==> src/design/srg_pkg.sv <==
// Shared types and constants for the stepper ramp generator with homing.
// Holds the item kinds, register indexes, sequencer states and the
// request/response structs of the shared divider. No dependencies.
package srg_pkg;

   // Width of the shared divider and multiplier operands.
   localparam int DIV_W = 64;
   localparam int MUL_W = 32;

   // Largest magnitude of the ramp step count.
   localparam logic [31:0] N_LIMIT = 32'h7FFF_FFFF;

   // First interval for an acceleration of one step per second squared,
   // in millionths of a second per tick-second.
   localparam logic [31:0] FIRST_AT_ONE_PPM = 32'd956008;

   // Input transaction kinds.
   typedef enum logic [1:0] {
      KIND_TICK   = 2'd0,
      KIND_MOVE   = 2'd1,
      KIND_HOME   = 2'd2,
      KIND_SENSOR = 2'd3
   } kind_type;

   // Configuration register indexes.
   typedef enum logic [2:0] {
      CSR_SENSOR_INVERTED   = 3'd0,
      CSR_HOMING_INCREMENT  = 3'd1,
      CSR_HOMING_MIN_IVL    = 3'd2,
      CSR_HOMING_FIRST_IVL  = 3'd3,
      CSR_HOMING_ACCEL      = 3'd4
   } csr_index_type;

   // Sequencer states.
   typedef enum logic [3:0] {
      ST_IDLE,
      ST_MAX,
      ST_TGT,
      ST_ACC_CHK,
      ST_ACC_MUL,
      ST_ACC_GO,
      ST_ACC_WAIT,
      ST_STEP,
      ST_C_STS,
      ST_C_VW,
      ST_C_SQ,
      ST_C_SW,
      ST_C_DEC,
      ST_C_QW,
      ST_OUT
   } seq_state_type;

   // Divider request and response.
   typedef struct packed {
      logic             start;
      logic [DIV_W-1:0] dividend;
      logic [DIV_W-1:0] divisor;
   } div_req_type;

   typedef struct packed {
      logic             done;
      logic [DIV_W-1:0] quotient;
   } div_rsp_type;

endpackage

==> src/design/srg_divider.sv <==
// Restoring unsigned divider, one quotient bit per cycle.
// Depends on srg_pkg for the operand width and the request structs.
module srg_divider (
   input  logic                clock,
   input  logic                reset,
   input  srg_pkg::div_req_type req,
   output srg_pkg::div_rsp_type rsp
);

   localparam int W  = srg_pkg::DIV_W;
   localparam int CW = $clog2(W + 1);

   logic [W-1:0]  rem_ff, rem_in;
   logic [W-1:0]  quo_ff, quo_in;
   logic [W-1:0]  dvs_ff, dvs_in;
   logic [CW-1:0] cnt_ff, cnt_in;
   logic          busy_ff, busy_in;
   logic          done_ff, done_in;
   logic [W:0]    shifted;
   logic          ge;

   // One restoring step on the partial remainder.
   always_comb begin
      shifted = {rem_ff, quo_ff[W-1]};
      ge      = shifted >= {1'b0, dvs_ff};
      rem_in  = rem_ff;
      quo_in  = quo_ff;
      dvs_in  = dvs_ff;
      cnt_in  = cnt_ff;
      busy_in = busy_ff;
      done_in = 1'b0;
      if (req.start) begin
         rem_in  = '0;
         quo_in  = req.dividend;
         dvs_in  = req.divisor;
         cnt_in  = CW'(W);
         busy_in = 1'b1;
      end else if (busy_ff) begin
         rem_in = ge ? W'(shifted - {1'b0, dvs_ff}) : shifted[W-1:0];
         quo_in = {quo_ff[W-2:0], ge};
         cnt_in = cnt_ff - CW'(1);
         if (cnt_ff == CW'(1)) begin
            busy_in = 1'b0;
            done_in = 1'b1;
         end
      end
   end

   always_ff @(posedge clock) begin
      if (reset) begin
         busy_ff <= 1'b0;
         done_ff <= 1'b0;
         cnt_ff  <= '0;
      end else begin
         busy_ff <= busy_in;
         done_ff <= done_in;
         cnt_ff  <= cnt_in;
      end
      rem_ff <= rem_in;
      quo_ff <= quo_in;
      dvs_ff <= dvs_in;
   end

   assign rsp.done     = done_ff;
   assign rsp.quotient = quo_ff;

endmodule

==> src/design/srg_multiplier.sv <==
// Shared unsigned multiplier with a registered product.
// Depends on srg_pkg for the operand width.
module srg_multiplier (
   input  logic                           clock,
   input  logic [srg_pkg::MUL_W-1:0]      op_a,
   input  logic [srg_pkg::MUL_W-1:0]      op_b,
   output logic [2*srg_pkg::MUL_W-1:0]    prod
);

   logic [2*srg_pkg::MUL_W-1:0] prod_ff, prod_in;

   // Product of the current operands, taken into the product register.
   assign prod_in = {{srg_pkg::MUL_W{1'b0}}, op_a} * {{srg_pkg::MUL_W{1'b0}}, op_b};

   always_ff @(posedge clock) begin
      prod_ff <= prod_in;
   end

   assign prod = prod_ff;

endmodule

==> src/design/stepper_ramp_generator_with_homing.sv <==
// Top level of the stepper ramp generator with homing: sequencer, state and ports.
// Depends on srg_pkg, srg_divider and srg_multiplier.
//
//   Channel | Direction | Handshake           | Contents
//   req     | in        | req_valid/req_stall | kind, target, intervals, accel, sensor
//   rsp     | out       | rsp_valid/rsp_stall | step pulse, direction, position, flags
//   csr     | in        | csr_write           | index and data of a config register
//
// A home start or a sensor sample goes from idle straight to the output state; a plain
// tick passes through the step state. Each ramp update runs up to three passes of the
// shared 64-bit serial divider, and an item runs up to four updates, plus a multiply
// and a divider pass for a change of acceleration.
// Reset is synchronous and active high. req_stall is high while an item is in
// work; the result waits in an output register until rsp_stall is low.
module stepper_ramp_generator_with_homing #(
   parameter int FRACTION_BITS    = 8,
   parameter int TICKS_PER_SECOND = 1000000
) (
   input  logic        clock,
   input  logic        reset,
   input  logic        req_valid,
   output logic        req_stall,
   input  logic [1:0]  req_kind,
   input  logic [31:0] req_target,
   input  logic [23:0] req_min_interval,
   input  logic [23:0] req_first_interval,
   input  logic [19:0] req_accel,
   input  logic        req_sensor_level,
   output logic        rsp_valid,
   input  logic        rsp_stall,
   output logic        rsp_step_pulse,
   output logic        rsp_direction,
   output logic [31:0] rsp_position,
   output logic        rsp_running,
   output logic        rsp_homing,
   input  logic        csr_write,
   input  logic [2:0]  csr_index,
   input  logic [23:0] csr_data
);

   localparam int IW = 24 + FRACTION_BITS;
   localparam logic [63:0] NUM_C  = 64'(TICKS_PER_SECOND) << FRACTION_BITS;
   localparam logic [63:0] CAP64  = (64'd1 << IW) - 64'd1;
   localparam logic [IW-1:0] CAP  = IW'(CAP64);
   localparam logic [63:0] C0_RAW =
      (NUM_C * 64'(srg_pkg::FIRST_AT_ONE_PPM) + 64'd500000) / 64'd1000000;
   localparam logic [IW-1:0] FIRST0 = (C0_RAW > CAP64) ? CAP : IW'(C0_RAW);
   localparam logic [IW-1:0] MIN0   = (NUM_C > CAP64) ? CAP : IW'(NUM_C);

   // Microseconds to fixed point; zero counts as one.
   function automatic logic [IW-1:0] to_fx(input logic [23:0] us);
      logic [23:0] u;
      u = (us == 24'd0) ? 24'd1 : us;
      return IW'(u) << FRACTION_BITS;
   endfunction

   // Sequencer.
   srg_pkg::seq_state_type state_ff, state_in, ret_ff, ret_in;
   logic is_home_ff, is_home_in, ld_n_ff, ld_n_in, pulse_ff, pulse_in;

   // Latched operands of the item.
   logic [31:0] op_target_ff, op_target_in;
   logic [23:0] op_min_ff, op_min_in, op_first_ff, op_first_in;
   logic [19:0] op_accel_ff, op_accel_in;

   // Motor state.
   logic [31:0]   cur_ff, cur_in, tgt_ff, tgt_in, n_ff, n_in, elap_ff, elap_in;
   logic [IW-1:0] ci_ff, ci_in, min_ff, min_in, first_ff, first_in;
   logic [23:0]   si_ff, si_in;
   logic [19:0]   accel_ff, accel_in;
   logic [31:0]   sts_ff, sts_in;
   logic          cw_ff, cw_in, homing_ff, homing_in, sensor_ff, sensor_in;

   // Configuration registers.
   logic        inv_ff;
   logic [16:0] hinc_ff;
   logic [23:0] hmin_ff, hfirst_ff;
   logic [19:0] haccel_ff;

   // Result register.
   logic        rsp_valid_ff, rsp_valid_in, rsp_pulse_ff, rsp_pulse_in;
   logic        rsp_dir_ff, rsp_dir_in, rsp_run_ff, rsp_run_in, rsp_home_ff, rsp_home_in;
   logic [31:0] rsp_pos_ff, rsp_pos_in;

   // Shared units.
   srg_pkg::div_req_type div_req;
   srg_pkg::div_rsp_type div_rsp;
   logic [31:0] mul_a, mul_b;
   logic [63:0] prod;

   srg_divider u_div (
      .clock (clock),
      .reset (reset),
      .req   (div_req),
      .rsp   (div_rsp)
   );

   srg_multiplier u_mul (
      .clock (clock),
      .op_a  (mul_a),
      .op_b  (mul_b),
      .prod  (prod)
   );

   // Shared conditions.
   logic          req_acc, out_free, n_gt0, max_chg, tgt_chg, acc_chg, do_step, sts_skip;
   logic [IW-1:0] fx_op;
   logic [31:0]   elap_new, n_abs;
   srg_pkg::seq_state_type nxt_max, nxt_acc;

   assign req_acc  = req_valid && !req_stall;
   assign out_free = !rsp_valid_ff || !rsp_stall;
   assign fx_op    = to_fx(op_min_ff);
   assign n_gt0    = !n_ff[31] && (n_ff != 32'd0);
   assign n_abs    = n_ff[31] ? (32'd0 - n_ff) : n_ff;
   assign max_chg  = fx_op != min_ff;
   assign tgt_chg  = op_target_ff != tgt_ff;
   assign acc_chg  = (op_accel_ff != 20'd0) && (op_accel_ff != accel_ff);
   assign elap_new = (&elap_ff) ? elap_ff : elap_ff + 32'd1;
   assign do_step  = (si_ff != 24'd0) && (elap_new >= {8'd0, si_ff});
   assign sts_skip = (si_ff == 24'd0) || (ci_ff == '0);
   assign nxt_max  = is_home_ff ? srg_pkg::ST_STEP : srg_pkg::ST_TGT;
   assign nxt_acc  = is_home_ff ? srg_pkg::ST_MAX : srg_pkg::ST_OUT;

   // Ramp decision: distance, direction rules and the new step count.
   logic [32:0] dist_full, dist_mag;
   logic        dist_pos, dist_neg, stop_c, n1_zero;
   logic [31:0] n_eff, n1, n1_abs;
   logic        ne_pos, ne_neg;
   logic [33:0] den;

   always_comb begin
      dist_full = {tgt_ff[31], tgt_ff} - {cur_ff[31], cur_ff};
      dist_neg  = dist_full[32];
      dist_pos  = !dist_full[32] && (dist_full != 33'd0);
      dist_mag  = dist_neg ? (33'd0 - dist_full) : dist_full;
      stop_c    = (dist_full == 33'd0) && (sts_ff <= 32'd1);
      n_eff     = ld_n_ff ? sts_ff : n_ff;
      ne_pos    = !n_eff[31] && (n_eff != 32'd0);
      ne_neg    = n_eff[31];
      n1        = n_eff;
      if (dist_pos) begin
         if (ne_pos) begin
            if (({1'b0, sts_ff} >= dist_mag) || !cw_ff) n1 = 32'd0 - sts_ff;
         end else if (ne_neg) begin
            if (({1'b0, sts_ff} < dist_mag) && cw_ff) n1 = 32'd0 - n_eff;
         end
      end else if (dist_neg) begin
         if (ne_pos) begin
            if (({1'b0, sts_ff} >= dist_mag) || cw_ff) n1 = 32'd0 - sts_ff;
         end else if (ne_neg) begin
            if (({1'b0, sts_ff} < dist_mag) && !cw_ff) n1 = 32'd0 - n_eff;
         end
      end
      n1_zero = n1 == 32'd0;
      n1_abs  = n1[31] ? (32'd0 - n1) : n1;
      den     = n1[31] ? ({n1_abs, 2'b00} - 34'd1) : ({n1_abs, 2'b00} + 34'd1);
   end

   // Interval update from the divider quotient.
   logic [IW:0]   cn_sum;
   logic [IW-1:0] cn_a, cn_b;
   logic [31:0]   n_next, acc_mag;

   always_comb begin
      cn_sum = {1'b0, ci_ff} + div_rsp.quotient[IW:0];
      if (!n_ff[31]) cn_a = ci_ff - div_rsp.quotient[IW-1:0];
      else           cn_a = cn_sum[IW] ? CAP : cn_sum[IW-1:0];
      cn_b    = (cn_a < min_ff) ? min_ff : cn_a;
      n_next  = (n_ff == srg_pkg::N_LIMIT) ? srg_pkg::N_LIMIT : n_ff + 32'd1;
      acc_mag = (div_rsp.quotient[63:31] != 33'd0) ? srg_pkg::N_LIMIT
                                                   : div_rsp.quotient[31:0];
   end

   // Next state.
   always_comb begin
      state_in = state_ff;
      unique case (state_ff)
         srg_pkg::ST_IDLE: begin
            if (req_acc) begin
               unique case (srg_pkg::kind_type'(req_kind))
                  srg_pkg::KIND_MOVE: state_in = srg_pkg::ST_MAX;
                  srg_pkg::KIND_HOME,
                  srg_pkg::KIND_SENSOR: state_in = srg_pkg::ST_OUT;
                  default:
                     state_in = (homing_ff && !sensor_ff) ? srg_pkg::ST_TGT
                                                          : srg_pkg::ST_STEP;
               endcase
            end
         end
         srg_pkg::ST_MAX:     state_in = (max_chg && n_gt0) ? srg_pkg::ST_C_STS : nxt_max;
         srg_pkg::ST_TGT:     state_in = tgt_chg ? srg_pkg::ST_C_STS : srg_pkg::ST_ACC_CHK;
         srg_pkg::ST_ACC_CHK: state_in = acc_chg ? srg_pkg::ST_ACC_MUL : nxt_acc;
         srg_pkg::ST_ACC_MUL: state_in = srg_pkg::ST_ACC_GO;
         srg_pkg::ST_ACC_GO:  state_in = srg_pkg::ST_ACC_WAIT;
         srg_pkg::ST_ACC_WAIT: if (div_rsp.done) state_in = srg_pkg::ST_C_STS;
         srg_pkg::ST_STEP:    state_in = do_step ? srg_pkg::ST_C_STS : srg_pkg::ST_OUT;
         srg_pkg::ST_C_STS:   state_in = sts_skip ? srg_pkg::ST_C_DEC : srg_pkg::ST_C_VW;
         srg_pkg::ST_C_VW:    if (div_rsp.done) state_in = srg_pkg::ST_C_SQ;
         srg_pkg::ST_C_SQ:    state_in = srg_pkg::ST_C_SW;
         srg_pkg::ST_C_SW:    if (div_rsp.done) state_in = srg_pkg::ST_C_DEC;
         srg_pkg::ST_C_DEC:   state_in = (stop_c || n1_zero) ? ret_ff : srg_pkg::ST_C_QW;
         srg_pkg::ST_C_QW:    if (div_rsp.done) state_in = ret_ff;
         srg_pkg::ST_OUT:     if (out_free) state_in = srg_pkg::ST_IDLE;
         default:             state_in = srg_pkg::ST_IDLE;
      endcase
   end

   // Datapath and unit control for each state.
   always_comb begin
      ret_in       = ret_ff;
      is_home_in   = is_home_ff;
      ld_n_in      = ld_n_ff;
      pulse_in     = pulse_ff;
      op_target_in = op_target_ff;
      op_min_in    = op_min_ff;
      op_first_in  = op_first_ff;
      op_accel_in  = op_accel_ff;
      cur_in       = cur_ff;
      tgt_in       = tgt_ff;
      n_in         = n_ff;
      elap_in      = elap_ff;
      ci_in        = ci_ff;
      min_in       = min_ff;
      first_in     = first_ff;
      si_in        = si_ff;
      accel_in     = accel_ff;
      sts_in       = sts_ff;
      cw_in        = cw_ff;
      homing_in    = homing_ff;
      sensor_in    = sensor_ff;
      rsp_valid_in = rsp_valid_ff && rsp_stall;
      rsp_pulse_in = rsp_pulse_ff;
      rsp_dir_in   = rsp_dir_ff;
      rsp_pos_in   = rsp_pos_ff;
      rsp_run_in   = rsp_run_ff;
      rsp_home_in  = rsp_home_ff;
      div_req      = '0;
      mul_a        = div_rsp.quotient[31:0];
      mul_b        = div_rsp.quotient[31:0];
      unique case (state_ff)
         srg_pkg::ST_IDLE: begin
            if (req_acc) begin
               pulse_in   = 1'b0;
               ld_n_in    = 1'b0;
               is_home_in = req_kind == srg_pkg::KIND_TICK;
               unique case (srg_pkg::kind_type'(req_kind))
                  srg_pkg::KIND_MOVE: begin
                     op_target_in = req_target;
                     op_min_in    = req_min_interval;
                     op_first_in  = req_first_interval;
                     op_accel_in  = req_accel;
                  end
                  srg_pkg::KIND_HOME: homing_in = 1'b1;
                  srg_pkg::KIND_SENSOR: begin
                     if (homing_ff) sensor_in = req_sensor_level ^ inv_ff;
                  end
                  default: begin
                     if (homing_ff && sensor_ff) begin
                        // Home found: zero the position and stop.
                        homing_in = 1'b0;
                        cur_in    = 32'd0;
                        tgt_in    = 32'd0;
                        n_in      = 32'd0;
                        si_in     = 24'd0;
                     end else begin
                        op_target_in = cur_ff + {{15{hinc_ff[16]}}, hinc_ff};
                        op_min_in    = hmin_ff;
                        op_first_in  = hfirst_ff;
                        op_accel_in  = haccel_ff;
                     end
                  end
               endcase
            end
         end
         srg_pkg::ST_MAX: begin
            if (max_chg) begin
               min_in = fx_op;
               if (n_gt0) begin
                  ld_n_in = 1'b1;
                  ret_in  = nxt_max;
               end
            end
         end
         srg_pkg::ST_TGT: begin
            if (tgt_chg) begin
               tgt_in = op_target_ff;
               ret_in = srg_pkg::ST_ACC_CHK;
            end
         end
         srg_pkg::ST_ACC_CHK: begin
            if (acc_chg) ret_in = nxt_acc;
         end
         srg_pkg::ST_ACC_MUL: begin
            mul_a = n_abs;
            mul_b = {12'd0, accel_ff};
         end
         srg_pkg::ST_ACC_GO: begin
            div_req.start    = 1'b1;
            div_req.dividend = prod;
            div_req.divisor  = 64'(op_accel_ff);
         end
         srg_pkg::ST_ACC_WAIT: begin
            if (div_rsp.done) begin
               n_in     = n_ff[31] ? (32'd0 - acc_mag) : acc_mag;
               first_in = to_fx(op_first_ff);
               accel_in = op_accel_ff;
            end
         end
         srg_pkg::ST_STEP: begin
            elap_in = elap_new;
            if (do_step) begin
               cur_in   = cw_ff ? cur_ff + 32'd1 : cur_ff - 32'd1;
               elap_in  = 32'd0;
               pulse_in = 1'b1;
               ret_in   = srg_pkg::ST_OUT;
            end
         end
         srg_pkg::ST_C_STS: begin
            // Speed from the interval, first pass of steps to stop.
            if (sts_skip) begin
               sts_in = 32'd0;
            end else begin
               div_req.start    = 1'b1;
               div_req.dividend = NUM_C;
               div_req.divisor  = 64'(ci_ff);
            end
         end
         srg_pkg::ST_C_VW: ;
         srg_pkg::ST_C_SQ: begin
            div_req.start    = 1'b1;
            div_req.dividend = prod;
            div_req.divisor  = 64'({accel_ff, 1'b0});
         end
         srg_pkg::ST_C_SW: begin
            if (div_rsp.done) begin
               sts_in = (div_rsp.quotient[63:31] != 33'd0) ? srg_pkg::N_LIMIT
                                                           : div_rsp.quotient[31:0];
            end
         end
         srg_pkg::ST_C_DEC: begin
            ld_n_in = 1'b0;
            if (stop_c) begin
               si_in = 24'd0;
               n_in  = 32'd0;
            end else if (n1_zero) begin
               ci_in = first_ff;
               si_in = first_ff[IW-1:FRACTION_BITS];
               cw_in = dist_pos;
               n_in  = 32'd1;
            end else begin
               n_in             = n1;
               div_req.start    = 1'b1;
               div_req.dividend = 64'({ci_ff, 1'b0});
               div_req.divisor  = 64'(den);
            end
         end
         srg_pkg::ST_C_QW: begin
            if (div_rsp.done) begin
               ci_in = cn_b;
               si_in = cn_b[IW-1:FRACTION_BITS];
               n_in  = n_next;
            end
         end
         srg_pkg::ST_OUT: begin
            if (out_free) begin
               rsp_valid_in = 1'b1;
               rsp_pulse_in = pulse_ff;
               rsp_dir_in   = cw_ff;
               rsp_pos_in   = cur_ff;
               rsp_run_in   = (si_ff != 24'd0) || (tgt_ff != cur_ff);
               rsp_home_in  = homing_ff;
            end
         end
         default: ;
      endcase
   end

   // Configuration writes.
   always_ff @(posedge clock) begin
      if (reset) begin
         inv_ff    <= 1'b0;
         hinc_ff   <= 17'd16;
         hmin_ff   <= 24'd1000;
         hfirst_ff <= 24'd20000;
         haccel_ff <= 20'd1000;
      end else if (csr_write) begin
         unique case (srg_pkg::csr_index_type'(csr_index))
            srg_pkg::CSR_SENSOR_INVERTED:  inv_ff    <= csr_data[0];
            srg_pkg::CSR_HOMING_INCREMENT: hinc_ff   <= csr_data[16:0];
            srg_pkg::CSR_HOMING_MIN_IVL:   hmin_ff   <= csr_data;
            srg_pkg::CSR_HOMING_FIRST_IVL: hfirst_ff <= csr_data;
            srg_pkg::CSR_HOMING_ACCEL:     haccel_ff <= csr_data[19:0];
            default: ;
         endcase
      end
   end

   // State registers.
   always_ff @(posedge clock) begin
      if (reset) begin
         state_ff     <= srg_pkg::ST_IDLE;
         ret_ff       <= srg_pkg::ST_IDLE;
         is_home_ff   <= 1'b0;
         ld_n_ff      <= 1'b0;
         pulse_ff     <= 1'b0;
         cur_ff       <= 32'd0;
         tgt_ff       <= 32'd0;
         n_ff         <= 32'd0;
         elap_ff      <= 32'd0;
         ci_ff        <= '0;
         min_ff       <= MIN0;
         first_ff     <= FIRST0;
         si_ff        <= 24'd0;
         accel_ff     <= 20'd1;
         sts_ff       <= 32'd0;
         cw_ff        <= 1'b0;
         homing_ff    <= 1'b0;
         sensor_ff    <= 1'b0;
         rsp_valid_ff <= 1'b0;
      end else begin
         state_ff     <= state_in;
         ret_ff       <= ret_in;
         is_home_ff   <= is_home_in;
         ld_n_ff      <= ld_n_in;
         pulse_ff     <= pulse_in;
         cur_ff       <= cur_in;
         tgt_ff       <= tgt_in;
         n_ff         <= n_in;
         elap_ff      <= elap_in;
         ci_ff        <= ci_in;
         min_ff       <= min_in;
         first_ff     <= first_in;
         si_ff        <= si_in;
         accel_ff     <= accel_in;
         sts_ff       <= sts_in;
         cw_ff        <= cw_in;
         homing_ff    <= homing_in;
         sensor_ff    <= sensor_in;
         rsp_valid_ff <= rsp_valid_in;
      end
      op_target_ff <= op_target_in;
      op_min_ff    <= op_min_in;
      op_first_ff  <= op_first_in;
      op_accel_ff  <= op_accel_in;
      rsp_pulse_ff <= rsp_pulse_in;
      rsp_dir_ff   <= rsp_dir_in;
      rsp_pos_ff   <= rsp_pos_in;
      rsp_run_ff   <= rsp_run_in;
      rsp_home_ff  <= rsp_home_in;
   end

   // Ports.
   assign req_stall      = state_ff != srg_pkg::ST_IDLE;
   assign rsp_valid      = rsp_valid_ff;
   assign rsp_step_pulse = rsp_pulse_ff;
   assign rsp_direction  = rsp_dir_ff;
   assign rsp_position   = rsp_pos_ff;
   assign rsp_running    = rsp_run_ff;
   assign rsp_homing     = rsp_home_ff;

   // A divider result only arrives while the sequencer waits for one.
   a_div_done_wait: assert property (@(posedge clock) disable iff (reset)
      div_rsp.done |-> (state_ff == srg_pkg::ST_ACC_WAIT || state_ff == srg_pkg::ST_C_VW ||
                        state_ff == srg_pkg::ST_C_SW || state_ff == srg_pkg::ST_C_QW))
      else $error("divider finished outside a wait state");

   // The ramp step count never reaches the most negative code.
   a_n_range: assert property (@(posedge clock) disable iff (reset)
      n_ff != 32'h8000_0000)
      else $error("ramp step count out of range");

   // A pending load of the step count is consumed before the item ends.
   a_ldn_idle: assert property (@(posedge clock) disable iff (reset)
      state_ff == srg_pkg::ST_IDLE |-> !ld_n_ff)
      else $error("step count load left pending");

   // A step taken on a tick is reported with the result.
   a_step_pulse: assert property (@(posedge clock) disable iff (reset)
      (state_ff == srg_pkg::ST_STEP && do_step) |=> pulse_ff)
      else $error("step not recorded");

endmodule

==> config.mk <==
export PLATFORM = sky130hd
export DESIGN_NAME = stepper_ramp_generator_with_homing
export DESIGN_NICKNAME = d
export VERILOG_FILES = /design/src/design/srg_pkg.sv /design/src/design/srg_divider.sv /design/src/design/srg_multiplier.sv /design/src/design/stepper_ramp_generator_with_homing.sv
export SDC_FILE = /design/constraint.sdc
export NUM_CORES = 2
export LEC_CHECK = 0
export BUFFER_PORTS_ARGS = -buffer_cell sky130_fd_sc_hd__buf_2
export CAP_MARGIN = 30
export CORE_MARGIN = 10
export CORE_UTILIZATION = 40
export CTS_CLUSTER_SIZE = 30
export DETAILED_ROUTE_END_ITERATION = 8
export PLACE_DENSITY = 0.59
export SLEW_MARGIN = 20
export SYNTH_ARGS = -nofsm -noshare
export SYNTH_HDL_FRONTEND = slang
export SYNTH_HIERARCHICAL = 1
export SYNTH_SLANG_ARGS = --single-unit
==> constraint.sdc <==
create_clock -name clock -period 16.9 [get_ports clock]
set_input_delay 1.69 -clock clock [delete_from_list [all_inputs] [get_ports clock]]
set_output_delay 1.69 -clock clock [all_outputs]
set_load 0.02 [all_outputs]
==> results.yml <==
worst_setup_path:
  cp-start-kind: "flop"
  endpoint_kind: "flop"
  path_class: "flop to flop"
  path_buf_inv: 9
  critPathRequiredTime_ns: 17.24
  critical-path-top-delay-family: "simple AND/OR/NAND/NOR gates"
  worstPathMaxFanout: 64
  slowest_stage: "or3_4"
  cpMostUsedCell: "buf_4"
  arrival_ns: 12.98
  slowest_delay_ns: 0.74
routing:
  antenna_left: 0
  routed_wl_um: 311000
  drt-vias-per-instance: 5.73
  dr.pass1.iters: 9
  drc: 0
  vias: 76600
  wl_per_cell_um: 23.3
  drtIter0Drc: 6928
grt:
  grt_pass1_wl_um: 476000
  grt_pass1_vias: 76900
  antenna_found_initial: 33
  grt_max_degree: 121
  grt_usage_pct: 25.1
  overflow: 0
sta:
  clock_skew_ns: 0.0526
  setup_ws_ns: 4.26
  fin_tns_setup_ns: 0
  setup-violations-final: 0
  max_freq_ghz: 0.0791
  worst_pin_slew_ns: 1.34
  slew_headroom_pct: 10.7
  rsz0062_at_grt: "no"
  timing.final.crit_share_pct: 74.8
  layout_min_cycle_time_ns: 12.64
  final_hold_viol_count: 0
  drv_slew: 0
  hold_slack_ns: 0.446
logic_synthesis:
  ys_seq_area_share_pct: 20.8
  synth_async_sr_flop_share_pct: 0
  syn_area_per_cell_um2: 8.46
  yosys_warnings: 6
  synth-edff-count: 264
  synth-main-ff-cell: "dfxtp_1"
  ys_ff_latch: 786
  netlist_area_um2: 88500
  synthCells: 10500
  yosysUniqueCellTypes: 120
clocking:
  clk_pin_slew_worst_paths_ns: 0.06
  clk_latency_ns: 0.75
  clockBufferDepth: 3
  cts_buffers: 87
  cts_tree: "built"
  ctsResizeCount: 0
  post_cts.repair.setup_buffers: 0
  cts_root_buf: "clkbuf_16"
  cts.sinks: 786
  htree_num_levels: 3
  ctsHoldBuffers: 0
place:
  port_buffers: 172
  place.gp.congestion: 1.04
  place_ws_ns: 4.55
  detailed_place_hpwl_um: 238000
cells_and_area:
  final_common_cell: "inv_1"
  drive_gt1_share_pct: 7.72
  final_nets: 11900
  mostFrequentLayoutCells: "1239 x inv_1, 1223 x nand2_1, 902 x fa_1"
  areaGrowthSynthToFinish_pct: 7.87
  final_core_util_pct: 43.4
floorplanning:
  fp.dieW_um: 490
  start_util_pct: 40.2
  coreArea_um2: 220000
  pin_count: 173
  fp.dieArea_um2: 241000
  die_h_um: 490
  std_cell_rows: 172
hold_path:
  worst_hold_path_type: "flop to flop"
run:
  cap_violations: 0
status:
  status: "finished clean"
[worst paths after layout]
kind                                    endpoint      start  cells after the start  slack [ns]
worst min-delay path              rsp_step_pulse   pulse_ff                      0        0.45
worst max-delay path            u_div/quo_ff[46]  tgt_ff[0]                     43        4.26
worst max register to register  u_div/quo_ff[46]  tgt_ff[0]                     43        4.26
worst min register to register    rsp_step_pulse   pulse_ff                      0        0.45
[cell usage after synthesis, drive strengths merged (70+ instances only)]
cell type	instances	share of area [%]
a21o	136	1.2
nor2	713	3.0
dfxtp	522	12
clkbuf	562	2.4
o21ai	392	2.2
nor3	209	1.2
a21oi	599	3.4
mux2i	108	1.2
and2	661	4.7
nand3	163	0.94
inv	1240	5.3
mux2	160	2.0
a22oi	112	0.97
fa	902	20
nand2	1231	5.2
edfxtp	264	9.0
nand4	120	0.85
xnor2	320	3.2
ha	573	8.1
and3	70	0.49
xor2	198	2.0
nor4	91	0.73
a211oi	107	0.95
[stage by stage]
stage                     cell area (um2)  cells
after floorplan                     88600  10500
after global placement              92300  13200
after detailed placement            92400  13200
after CTS                           95300  13300
after global routing                95500  13400
final                               95500  13400
[area by class of cell]
cell class                      instances  area [um2]
Timing Repair Buffer                  358        2370
Clock inverter                         43         541
Inverter                             1242        4660
Tap cell                             2958        3700
Sequential cell                       786       18400
Clock buffer                          120        2370
Multi-Input combinational cell       7849       63400
Fill cell                           22100      124000
Antenna cell                           10        25.0
[cells by family after synthesis]
| logic type | count (synthesis) | synth area share [%] |
|---|---|---|
| flops | 786 | 20.8 |
| mux | 268 | 3.26 |
| simple gates | 3598 | 19.9 |
| other cells | 1 | 0.00424 |
| xor+xnor | 518 | 5.13 |
| compound gates | 1960 | 14.5 |
| fa+ha+maj | 1475 | 28.5 |
| buf+inv | 1859 | 8.05 |
[worst register-to-register path: cells and delay by family (launching register included)]
family	cells	cell delay, ns
XOR/XNOR	2	0.34
adder cells (fa/ha/maj)	4	1.18
buffers and inverters	9	2.49
AND/OR/NAND/NOR	15	4.43
flip-flops	1	0.38
AO/OA/AOI/OAI	13	3.31
[layer usage]
metal	share of wire [%]	global-route usage, %	vias to the layer above	wire length [um]
li1	-	-	34700	-
met1	43	34.6	38200	135000
met2	44	38.9	3062	137000
met3	8.3	4.87	613	25900
met4	4.2	9.11	18	13100
met5	0.053	0.198	-	165
[registers in the layout, indices dropped and copies added, names as in the netlist, 24 cells and up]
| register | count |
|---|---|
| u_div/dvs_ff | 64 |
| u_div/quo_ff | 64 |
| u_div/rem_ff | 64 |
| u_mul/prod | 64 |
| ci_ff | 32 |
| cur_ff | 32 |
| elap_ff | 32 |
| n_ff | 32 |
| op_target_ff | 32 |
| rsp_position | 32 |
| sts_ff | 32 |
| tgt_ff | 32 |
| first_ff | 24 |
| hfirst_ff | 24 |
| hmin_ff | 24 |
| min_ff | 24 |
| op_first_ff | 24 |
| op_min_ff | 24 |
| si_ff | 24 |
Power is not shown: default switching activity piles up to over one toggle a cycle in this logic, so the estimate is an artifact.
